<file path="src/rtl/core/stf_pkg.sv">
// Shared types and constants for the session table replay filter.
// Holds the probe record that walks the cell chain and the table write command.
// No dependencies.
package stf_pkg;

    localparam int SESSIONS_DEF = 8;
    // Index fields are sized for the largest supported table (64 entries).
    localparam int IDX_W = 6;

    localparam logic [1:0] OP_OPEN   = 2'd0;
    localparam logic [1:0] OP_RESUME = 2'd1;

    localparam logic [2:0] ST_OPENED   = 3'd0;
    localparam logic [2:0] ST_RESUMED  = 3'd1;
    localparam logic [2:0] ST_UNKNOWN  = 3'd2;
    localparam logic [2:0] ST_ACCEPTED = 3'd3;
    localparam logic [2:0] ST_REPLAY   = 3'd4;

    typedef struct packed {
        logic             valid;
        logic [1:0]       op;
        logic [63:0]      sid;
        logic [63:0]      nsid;
        logic [31:0]      addr;
        logic [15:0]      port;
        logic [31:0]      seq;
        logic [31:0]      now;
        logic             hit;
        logic [IDX_W-1:0] hit_idx;
        logic [31:0]      hit_seq;
        logic             free;
        logic [IDX_W-1:0] free_idx;
        logic [31:0]      min_t;
        logic [IDX_W-1:0] min_idx;
    } t_probe;

    typedef struct packed {
        logic             valid;
        logic [IDX_W-1:0] idx;
        logic             open;
        logic             set_addr;
        logic             set_seq;
        logic [63:0]      id;
        logic [31:0]      addr;
        logic [15:0]      port;
        logic [31:0]      seq;
        logic [31:0]      now;
    } t_wr_cmd;

endpackage

</file>
<file path="src/rtl/core/stf_cell.sv">
// One entry of the session table plus one stage of the probe chain.
// Depends on stf_pkg for the probe record and the write command.
module stf_cell #(
    parameter int IDX = 0
) (
    input  logic             i_clk,
    input  logic             i_rst_n,
    input  stf_pkg::t_probe  i_probe,
    input  stf_pkg::t_wr_cmd i_wr,
    output stf_pkg::t_probe  o_probe
);
    import stf_pkg::*;

    localparam logic [IDX_W-1:0] MY_IDX = IDX_W'(IDX);

    logic        r_valid;
    logic [63:0] r_id;
    logic [31:0] r_addr;
    logic [15:0] r_port;
    logic [31:0] r_last_seq;
    logic [31:0] r_last_seen;

    t_probe r_probe;
    t_probe n_probe;
    logic   w_sel;

    assign w_sel = i_wr.valid && (i_wr.idx == MY_IDX);

    // Lowest matching entry wins, so a probe that already hit passes through.
    always_comb begin
        n_probe = i_probe;
        if (r_valid && (r_id == i_probe.sid) && !i_probe.hit) begin
            n_probe.hit     = 1'b1;
            n_probe.hit_idx = MY_IDX;
            n_probe.hit_seq = r_last_seq;
        end
        if (!r_valid && !i_probe.free) begin
            n_probe.free     = 1'b1;
            n_probe.free_idx = MY_IDX;
        end
        if (r_valid && (r_last_seen < i_probe.min_t)) begin
            n_probe.min_t   = r_last_seen;
            n_probe.min_idx = MY_IDX;
        end
    end

    // Only the valid bits are reset; the probe payload follows every cycle and the entry fields load on a write.
    always_ff @(posedge i_clk) begin
        if (!i_rst_n) begin
            r_probe.valid <= 1'b0;
            r_valid       <= 1'b0;
        end else begin
            r_probe.valid <= i_probe.valid;
            if (w_sel && i_wr.open) begin
                r_valid <= 1'b1;
            end
        end
        r_probe.op       <= n_probe.op;
        r_probe.sid      <= n_probe.sid;
        r_probe.nsid     <= n_probe.nsid;
        r_probe.addr     <= n_probe.addr;
        r_probe.port     <= n_probe.port;
        r_probe.seq      <= n_probe.seq;
        r_probe.now      <= n_probe.now;
        r_probe.hit      <= n_probe.hit;
        r_probe.hit_idx  <= n_probe.hit_idx;
        r_probe.hit_seq  <= n_probe.hit_seq;
        r_probe.free     <= n_probe.free;
        r_probe.free_idx <= n_probe.free_idx;
        r_probe.min_t    <= n_probe.min_t;
        r_probe.min_idx  <= n_probe.min_idx;
        if (w_sel) begin
            r_last_seen <= i_wr.now;
            if (i_wr.open) begin
                r_id <= i_wr.id;
            end
            if (i_wr.set_addr) begin
                r_addr <= i_wr.addr;
                r_port <= i_wr.port;
            end
            if (i_wr.set_seq) begin
                r_last_seq <= i_wr.seq;
            end
        end
    end

    assign o_probe = r_probe;

endmodule

</file>
<file path="src/rtl/core/session_table_replay_filter_core.sv">
// Session table with least-recently-seen eviction and a replay filter.
// Top level: input capture, cell chain, decision and output register.
// Depends on stf_pkg and stf_cell.

// Usage: the block keeps SESSIONS session entries, one per cell in a chain.
// Each accepted item launches a probe that walks the chain one cell per
// cycle, collecting the first valid entry with a matching id, the first free
// entry and the valid entry with the smallest last-seen time (lowest index on
// ties). When the probe leaves the last cell, the block decides the status,
// loads the result register and, for an open, a resume hit or an accepted
// packet, sends one write command back to the chosen cell. An item passes the
// injection register, every cell, the finished-probe register and the result
// register in turn. A new item is accepted the cycle after the previous result
// was loaded, even while that result still waits to be taken. Only one
// item is in the chain at a time. Opening a session stores the new id with
// sequence zero; a data packet is dropped as a replay when its sequence is not
// newer than a nonzero stored one. The slot field reports the entry index
// modulo eight. Entry contents other than the valid bits are not reset.
module session_table_replay_filter_core #(
    parameter int SESSIONS = stf_pkg::SESSIONS_DEF
) (
    input  logic         i_clk,
    input  logic         i_rst_n,
    input  logic         s_axis_tvalid,
    output logic         s_axis_tready,
    // hdr_id[63:0], new_id[127:64], peer_addr[159:128],
    // peer_port[175:160], seq[207:176], now_ms[239:208]
    input  logic [239:0] s_axis_tdata,
    // operation[1:0]
    input  logic [1:0]   s_axis_tuser,
    output logic         m_axis_tvalid,
    input  logic         m_axis_tready,
    // slot[2:0], id_out[66:3], evicted[67], zero fill[71:68]
    output logic [71:0]  m_axis_tdata,
    // status[2:0]
    output logic [2:0]   m_axis_tuser
);
    import stf_pkg::*;

    t_probe  w_probe [0:SESSIONS];
    t_probe  r_inj;
    t_probe  r_fin;
    t_wr_cmd r_wr;
    t_wr_cmd n_wr;

    logic        r_busy;
    logic        w_accept;
    logic        w_decide;

    logic        r_out_valid;
    logic [2:0]  r_out_status;
    logic [2:0]  r_out_slot;
    logic [63:0] r_out_id;
    logic        r_out_evicted;

    logic [2:0]       n_status;
    logic [IDX_W-1:0] n_idx;
    logic [63:0]      n_id_out;
    logic             n_evicted;

    assign s_axis_tready = !r_busy;
    assign w_accept      = s_axis_tvalid && s_axis_tready;
    // The finished probe waits in r_fin until the result register is free.
    assign w_decide      = r_fin.valid && (!r_out_valid || m_axis_tready);

    // The injection register feeds the first cell.
    assign w_probe[0] = r_inj;

    for (genvar k = 0; k < SESSIONS; k++) begin : g_cell
        stf_cell #(
            .IDX (k)
        ) u_cell (
            .i_clk   (i_clk),
            .i_rst_n (i_rst_n),
            .i_probe (w_probe[k]),
            .i_wr    (r_wr),
            .o_probe (w_probe[k+1])
        );
    end

    // A fresh probe starts with nothing found and the search minimum at its top.
    // Only the valid bits and the busy flag are reset; the payload fields load when their register takes a new probe.
    always_ff @(posedge i_clk) begin
        if (!i_rst_n) begin
            r_busy      <= 1'b0;
            r_inj.valid <= 1'b0;
            r_fin.valid <= 1'b0;
        end else begin
            r_inj.valid <= w_accept;
            if (w_accept) begin
                r_busy <= 1'b1;
            end else if (w_decide) begin
                r_busy <= 1'b0;
            end
            if (w_probe[SESSIONS].valid) begin
                r_fin.valid <= 1'b1;
            end else if (w_decide) begin
                r_fin.valid <= 1'b0;
            end
        end
        if (w_accept) begin
            r_inj.op       <= s_axis_tuser;
            r_inj.sid      <= s_axis_tdata[63:0];
            r_inj.nsid     <= s_axis_tdata[127:64];
            r_inj.addr     <= s_axis_tdata[159:128];
            r_inj.port     <= s_axis_tdata[175:160];
            r_inj.seq      <= s_axis_tdata[207:176];
            r_inj.now      <= s_axis_tdata[239:208];
            r_inj.hit      <= 1'b0;
            r_inj.hit_idx  <= '0;
            r_inj.hit_seq  <= '0;
            r_inj.free     <= 1'b0;
            r_inj.free_idx <= '0;
            r_inj.min_t    <= '1;
            r_inj.min_idx  <= '0;
        end
        if (w_probe[SESSIONS].valid) begin
            r_fin.op       <= w_probe[SESSIONS].op;
            r_fin.sid      <= w_probe[SESSIONS].sid;
            r_fin.nsid     <= w_probe[SESSIONS].nsid;
            r_fin.addr     <= w_probe[SESSIONS].addr;
            r_fin.port     <= w_probe[SESSIONS].port;
            r_fin.seq      <= w_probe[SESSIONS].seq;
            r_fin.now      <= w_probe[SESSIONS].now;
            r_fin.hit      <= w_probe[SESSIONS].hit;
            r_fin.hit_idx  <= w_probe[SESSIONS].hit_idx;
            r_fin.hit_seq  <= w_probe[SESSIONS].hit_seq;
            r_fin.free     <= w_probe[SESSIONS].free;
            r_fin.free_idx <= w_probe[SESSIONS].free_idx;
            r_fin.min_t    <= w_probe[SESSIONS].min_t;
            r_fin.min_idx  <= w_probe[SESSIONS].min_idx;
        end
    end

    // Decision on the finished probe. Operation three is treated as a data
    // packet check, like operation two.
    always_comb begin
        n_status  = ST_UNKNOWN;
        n_idx     = '0;
        n_id_out  = r_fin.sid;
        n_evicted = 1'b0;

        n_wr          = '0;
        n_wr.id       = r_fin.nsid;
        n_wr.addr     = r_fin.addr;
        n_wr.port     = r_fin.port;
        n_wr.seq      = r_fin.seq;
        n_wr.now      = r_fin.now;

        unique case (r_fin.op)
            OP_OPEN: begin
                n_status  = ST_OPENED;
                n_id_out  = r_fin.nsid;
                n_idx     = r_fin.free ? r_fin.free_idx : r_fin.min_idx;
                n_evicted = !r_fin.free;
                n_wr.valid    = 1'b1;
                n_wr.open     = 1'b1;
                n_wr.set_addr = 1'b1;
                n_wr.set_seq  = 1'b1;
                n_wr.seq      = '0;
            end
            OP_RESUME: begin
                if (r_fin.hit) begin
                    n_status      = ST_RESUMED;
                    n_idx         = r_fin.hit_idx;
                    n_wr.valid    = 1'b1;
                    n_wr.set_addr = 1'b1;
                end
            end
            default: begin
                if (r_fin.hit) begin
                    n_idx = r_fin.hit_idx;
                    if ((r_fin.hit_seq != '0) && (r_fin.seq <= r_fin.hit_seq)) begin
                        n_status = ST_REPLAY;
                    end else begin
                        n_status     = ST_ACCEPTED;
                        n_wr.valid   = 1'b1;
                        n_wr.set_seq = 1'b1;
                    end
                end
            end
        endcase
        n_wr.idx   = n_idx;
        n_wr.valid = n_wr.valid && w_decide;
    end

    always_ff @(posedge i_clk) begin
        if (!i_rst_n) begin
            r_wr.valid  <= 1'b0;
            r_out_valid <= 1'b0;
        end else begin
            r_wr.valid <= n_wr.valid;
            if (w_decide) begin
                r_out_valid <= 1'b1;
            end else if (m_axis_tready) begin
                r_out_valid <= 1'b0;
            end
        end
        r_wr.idx      <= n_wr.idx;
        r_wr.open     <= n_wr.open;
        r_wr.set_addr <= n_wr.set_addr;
        r_wr.set_seq  <= n_wr.set_seq;
        r_wr.id       <= n_wr.id;
        r_wr.addr     <= n_wr.addr;
        r_wr.port     <= n_wr.port;
        r_wr.seq      <= n_wr.seq;
        r_wr.now      <= n_wr.now;
        if (w_decide) begin
            r_out_status  <= n_status;
            r_out_slot    <= n_idx[2:0];
            r_out_id      <= n_id_out;
            r_out_evicted <= n_evicted;
        end
    end

    assign m_axis_tvalid = r_out_valid;
    assign m_axis_tuser  = r_out_status;
    assign m_axis_tdata  = {4'b0000, r_out_evicted, r_out_id, r_out_slot};

`ifndef SYNTHESIS
    a_wr_in_table: assert property (@(posedge i_clk) disable iff (!i_rst_n)
        r_wr.valid |-> (int'(r_wr.idx) < SESSIONS))
        else $error("table write addresses a cell beyond the table");

    a_result_from_probe: assert property (@(posedge i_clk) disable iff (!i_rst_n)
        $rose(m_axis_tvalid) |-> $past(r_fin.valid))
        else $error("result appeared without a finished probe");

    a_evict_only_open: assert property (@(posedge i_clk) disable iff (!i_rst_n)
        (m_axis_tvalid && m_axis_tdata[67]) |-> (m_axis_tuser == ST_OPENED))
        else $error("eviction reported on a non-open item");

    a_single_probe: assert property (@(posedge i_clk) disable iff (!i_rst_n)
        w_probe[SESSIONS].valid |-> (r_busy && !r_fin.valid))
        else $error("probe left the chain while another was pending");
`endif

endmodule
</file>
<file path="config.mk">
export PLATFORM = sky130hd
export DESIGN_NAME = session_table_replay_filter_core
export DESIGN_NICKNAME = d
export VERILOG_FILES = /design/src/rtl/core/stf_pkg.sv /design/src/rtl/core/stf_cell.sv /design/src/rtl/core/session_table_replay_filter_core.sv
export SDC_FILE = /design/constraint.sdc
export NUM_CORES = 2
export LEC_CHECK = 0
export ABC_CLOCK_PERIOD_IN_PS = 12550
export BUFFER_PORTS_ARGS = -buffer_cell sky130_fd_sc_hd__buf_2
export CORE_ASPECT_RATIO = 0.7
export CORE_MARGIN = 4
export CORE_UTILIZATION = 40
export DETAILED_ROUTE_END_ITERATION = 10
export PLACE_DENSITY = 0.52
export SLEW_MARGIN = 25
export SYNTH_ARGS = -nofsm -noshare
export SYNTH_HDL_FRONTEND = slang
export SYNTH_SLANG_ARGS = --single-unit
export TNS_END_PERCENT = 30
</file>
<file path="constraint.sdc">
create_clock -name i_clk -period 12.55 [get_ports i_clk]
set_clock_uncertainty 0.15 [all_clocks]
set_input_delay 2.51 -clock i_clk [delete_from_list [all_inputs] [get_ports i_clk]]
set_output_delay 2.51 -clock i_clk [all_outputs]
set_load 0.01 [all_outputs]
</file>
After elaboration in Yosys (flattened, before gate mapping)
Cells that the tools add are included.
W data, S select, Z words.
- equal/unequal tests: 16
- reductions and logical operators: 97
- order comparisons: 9
- mux-type cells: 32
- operators by type and width (operator ; number):
    $eq A64 B64 Y1 ; 8
    $mux W38 ; 6
    $lt A32 B32 Y1 ; 7
    $mux W32 ; 7
    $mux W64 ; 1
    $logic_and A1 B1 Y1 ; 50
    $le A32 B32 Y1 ; 1
    $lt A32 B32 Y1 const B ; 1
    $reduce_and A2 Y1 ; 16
    $reduce_bool A32 Y1 ; 1
    $eq A6 B3 Y1 const B ; 4
    $logic_not A1 Y1 ; 24
    $eq A6 B2 Y1 const B ; 2
    $mux W3 ; 4
    $mux W1 ; 9
    $eq A6 B1 Y1 const B ; 1
    $logic_not A6 Y1 ; 1
    $mux W6 ; 1
    $pmux W3 S2 ; 1
    $reduce_bool A2 Y1 ; 3
    $pmux W1 S2 ; 2
    $eq A2 B1 Y1 const B ; 1
    $logic_not A2 Y1 ; 1
    $mux W2 ; 1
    $logic_or A1 B1 Y1 ; 1
- output and inout port bits: 77
- register bits: 3782

Longest topological paths before layout
- depth after elaboration: 6
- mapped depth: 10

Hierarchy
Synthesis repeated with hierarchy kept, for this count alone.
- cells, all modules: 7414
- area, all modules: 127800.1 µm²
- by module, submodules not included (module ; sequential area each (µm²) ; area each (µm²) ; times used ; cells an instance):
    stf_cell (g_cell[1].u_cell ...) ; 10410.0 ; 12957.4 ; 2 ; 779
    stf_cell (g_cell[5].u_cell ...) ; 10410.0 ; 12923.6 ; 2 ; 767
    session_table_replay_filter_core ; 22031.1 ; 24242.0 ; 1 ; 1216
    stf_cell (g_cell[0].u_cell) ; 10410.0 ; 12958.7 ; 1 ; 779
    stf_cell (g_cell[3].u_cell) ; 10410.0 ; 12957.4 ; 1 ; 780
    stf_cell (g_cell[4].u_cell) ; 10410.0 ; 12956.2 ; 1 ; 779
    stf_cell (g_cell[7].u_cell) ; 10410.0 ; 12923.6 ; 1 ; 768

Worst setup path before layout
OpenSTA, ideal clock, no wires.
- path type: input -> register
- start: input port s_axis_tvalid
- end: register r_inj[100] (netlist name) (enable)
- arrival time: 10.897 ns
- path slack: 0.727 ns
- stages: 1
- cells stage by stage: nor2b_1
- longest elaborated chain between the ends: 1
- ends and longest elaborated chain (what ; line ; RTL):
    from (decl) ; session_table_replay_filter_core.sv:24 ; input logic s_axis_tvalid,
    $logic_and A1 B1 Y1 ; session_table_replay_filter_core.sv:62 ; assign w_accept = s_axis_tvalid && s_axis_tready;
    to (decl) ; session_table_replay_filter_core.sv:41 ; t_probe r_inj;
Every way passes these cells.
A chain may end at the register's enable or synchronous reset.

Final worst setup path
- start: register r_out_id[31]
- end: output port m_axis_tdata[34]
- RTL lines (what ; line ; RTL):
    from (decl) ; session_table_replay_filter_core.sv:53 ; logic [63:0] r_out_id;
    from (signal assigned) ; session_table_replay_filter_core.sv:211 ; r_out_id <= n_id_out;
    to (decl) ; session_table_replay_filter_core.sv:34 ; output logic [71:0] m_axis_tdata,
No word-level cell between the ends.

==> flow_summary.ini <==
[power_and_ir_drop]
p_per_area_nw_per_um2 = 186
ir_worst_vdd_v = 0.000107
p_leak_nw = 50.3
power_w = 0.0240

[global_routing]
grt_overflow_total = 0
grt_pass1_vias = 51900
grt_max_degree = 73
grt_pass1_wl_um = 358000
antenna_found_initial = 54
track_usage_pct = 17.2

[worst_setup_path]
required_ns = 9.89
worst-path-buf-inv = 1
setup.worst_path.start = r_out_id[31]$_DFFE_PP_
r2r-start = g_cell[1].u_cell.r_id[43]$_DFFE_PP_
crit_chain = buf_2
worstPathMaxFanout = 1
crit_path_end_kind = output port
startpoint_type = register
cp_slowest_cell = edfxtp_1
slowest_delay_ns = 0.45
crit_family = flip-flops
worstPathArrival_ns = 1.49
r2r_setup_slack_ns = 8.74
path_class = reg2out

[die]
core_um2 = 276000
rows = 161
pin_count = 323
fp.dieArea_um2 = 286000
dieWidth_um = 638
fp.dieH_um = 449
start_util_pct = 40.3

[cells_and_area]
drive_above_1_share_pct = 18.4
areaGrowthSynthToFinish_pct = 16.2
layout_commonest_cell = dfxtp_1
mostFrequentLayoutCells = dfxtp_1, edfxtp_1, mux2_2
num-nets-final = 7600
stdcell_area_um2 = 129000
fin_util_pct = 46.8

[drt]
first_pass_iters = 8
drt-initial-drc-count = 4560
vias = 51500
drc = 0
drtAntennaViolNets = 0
drt_wl_total_um = 250000
wl_per_cell_um = 22.6
vias_per_cell = 4.65

[clock_tree]
cts_tree = built
cts_resized = 0
insertion_delay_ns = 0.90
root_buffer = clkbuf_16
cts-buffers-inserted = 348
postCtsSetupRepairBufs = 0
clk_pin_slew_worst_paths_ns = 0.06
cts_hold_buffers = 0
cts_sinks = 3779
htreeDepth = 5
clock_path_buffers = 4

[placed_design]
placed_area_um2 = 117000
port-buffer-count = 270
place.gp.congestion = 0.861
dp_hpwl_um = 169000

[logic_synthesis]
ys.flop_type = dfxtp_1
synth_seq_area_share_pct = 81.9
synth_top_family_by_area = simple AND/OR/NAND/NOR gates
synth_xor_xnor_area_share_pct = 2.99
synth-compound-area-share_pct = 2.09
ys_ff_latch = 3779
synth_edf_count = 1526
yosysWarnings = 0
synth.cell_area_um2 = 111000
avgSynthCellArea_um2 = 17.1
synth_cell_type_count = 75
syn_inst = 6502
synth-async-reset-ratio_pct = 0
synth_adder_area_share_pct = 2.81
synthMuxAreaShare_pct = 4.25
synthSimpleGateAreaFrac_pct = 4.39

[timing]
timing.final.crit_share_pct = 33.1
slew_violations = 0
fmax_ghz = 0.241
setup_violations = 0
hold_viol = 0
worstMarginPinSlew_ns = 1.09
fin_crit_ns = 4.15
rsz0062_at_grt = false
fin_tns_setup_ns = 0
maxSlewHeadroom_pct = 27.3

[worst_hold_path]
hp-start = g_cell[3].u_cell.o_probe[131]$_DFF_P_
hold_path_class = reg2reg

[run]
maxCapViolations = 0

[outcome]
outcome = complete, no violations
[metal layers]
layer  up-vias  part of all wire, %  track usage (%)  wire (um)
li1      24100                    -                -          -
met1     25400                   47             25.3     118000
met2      1536                   42             24.8     105000
met3       399                  8.2             4.71      20500
met4         6                  2.7             4.84       6720
met5         -                0.019                0         48
[layout make-up]
class,instances,area (um2)
fillers,23500,147000
flip-flops and latches,3779,90900
multi-input cells,2285,18600
clock buffers,506,10400
well taps,3667,4590
repair buffers,323,1770
inverters,368,1380
clock inverters,139,1370
diodes,9,22.5
[stage by stage]
stage                     instances  setup WS [ns]  hold WS [ns]
final                         11100           8.40         0.125
after global routing          11100           8.29         0.133
after CTS                     11100           8.30         0.128
after detailed placement      10400           7.57         0.162
after global placement        10400           7.63         0.160
after floorplan                6505          0.727         0.160
[synthesized netlist by cell type (5+ instances only)]
master / n / share of area [%]
nor3_1: 19 / 0.086
a211oi_1: 12 / 0.081
nor2b_1: 59 / 0.33
a31oi_1: 6 / 0.034
buf_6: 6 / 0.061
inv_1: 367 / 1.2
nor2_1: 62 / 0.21
o2bb2ai_1: 10 / 0.079
o21ai_0: 60 / 0.27
a21oi_1: 76 / 0.34
o21a_1: 17 / 0.11
nand4_1: 119 / 0.67
dfxtp_1: 2253 / 41
buf_1: 5 / 0.017
or2_2: 30 / 0.17
a221oi_1: 15 / 0.12
nand2b_1: 111 / 0.63
xnor2_1: 220 / 1.7
o211ai_1: 5 / 0.034
a2111oi_0: 11 / 0.087
o221ai_1: 12 / 0.095
clkbuf_1: 30 / 0.10
o2111ai_1: 17 / 0.13
a21o_1: 10 / 0.068
and2_1: 89 / 0.50
a22o_1: 11 / 0.087
nor4_1: 84 / 0.47
nand2_1: 257 / 0.87
ha_1: 249 / 2.8
buf_2: 27 / 0.12
a2111o_1: 14 / 0.14
xor2_1: 159 / 1.3
buf_4: 5 / 0.034
o22ai_1: 32 / 0.18
edfxtp_1: 1526 / 41
mux2_2: 413 / 4.2
nand3_1: 32 / 0.14
[registers in the layout, summed over array words and instances, names as in the netlist]
signal / cells
g_cell.u_cell.o_probe: 2107
g_cell.u_cell.r_id: 512
r_out_id: 64
m_axis_tvalid: 1
r_wr: 134
g_cell.u_cell.r_valid: 8
g_cell.u_cell.r_last_seq: 256
r_out_slot: 3
g_cell.u_cell.r_last_seen: 256
r_fin: 142
r_inj: 195
n_wr: 96
r_out_evicted: 1
r_busy: 1
m_axis_tuser: 3
[power by group]
group	switching (W)	internal [W]	total, W
clock	0.00447	0.00621	0.0107
sequential	0.000170	0.0130	0.0132
combinational	0.0000875	0.0000730	0.000160
[logic make-up after synthesis]
logic type / count (synthesis)
muxes: 419
buffers and inverters: 441
DFF: 3779
adders and majority gates: 249
other: 1
AOI/OAI and AO/OA: 335
and+or+nand+nor: 899
xor gates and xnor gates: 379
[final timing paths]
check | endpoint | cells past startpoint
min | g_cell[4].u_cell.o_probe[131]$_DFF_P_ | 0
max reg2reg | g_cell[1].u_cell.o_probe[64]$_DFF_P_ | 7
min reg2reg | g_cell[4].u_cell.o_probe[131]$_DFF_P_ | 0
max | m_axis_tdata[34] | 1
[worst reg2reg max path: stages (launching register included)]
cell,delay [ns]
edfxtp_1,0.38
xnor2_1,0.44
nand4_1,0.33
nor4_1,0.90
nand3_1,0.24
nor3_4,0.16
buf_4,0.55
mux2_2,0.53
Power figures use the tool's default switching activity.
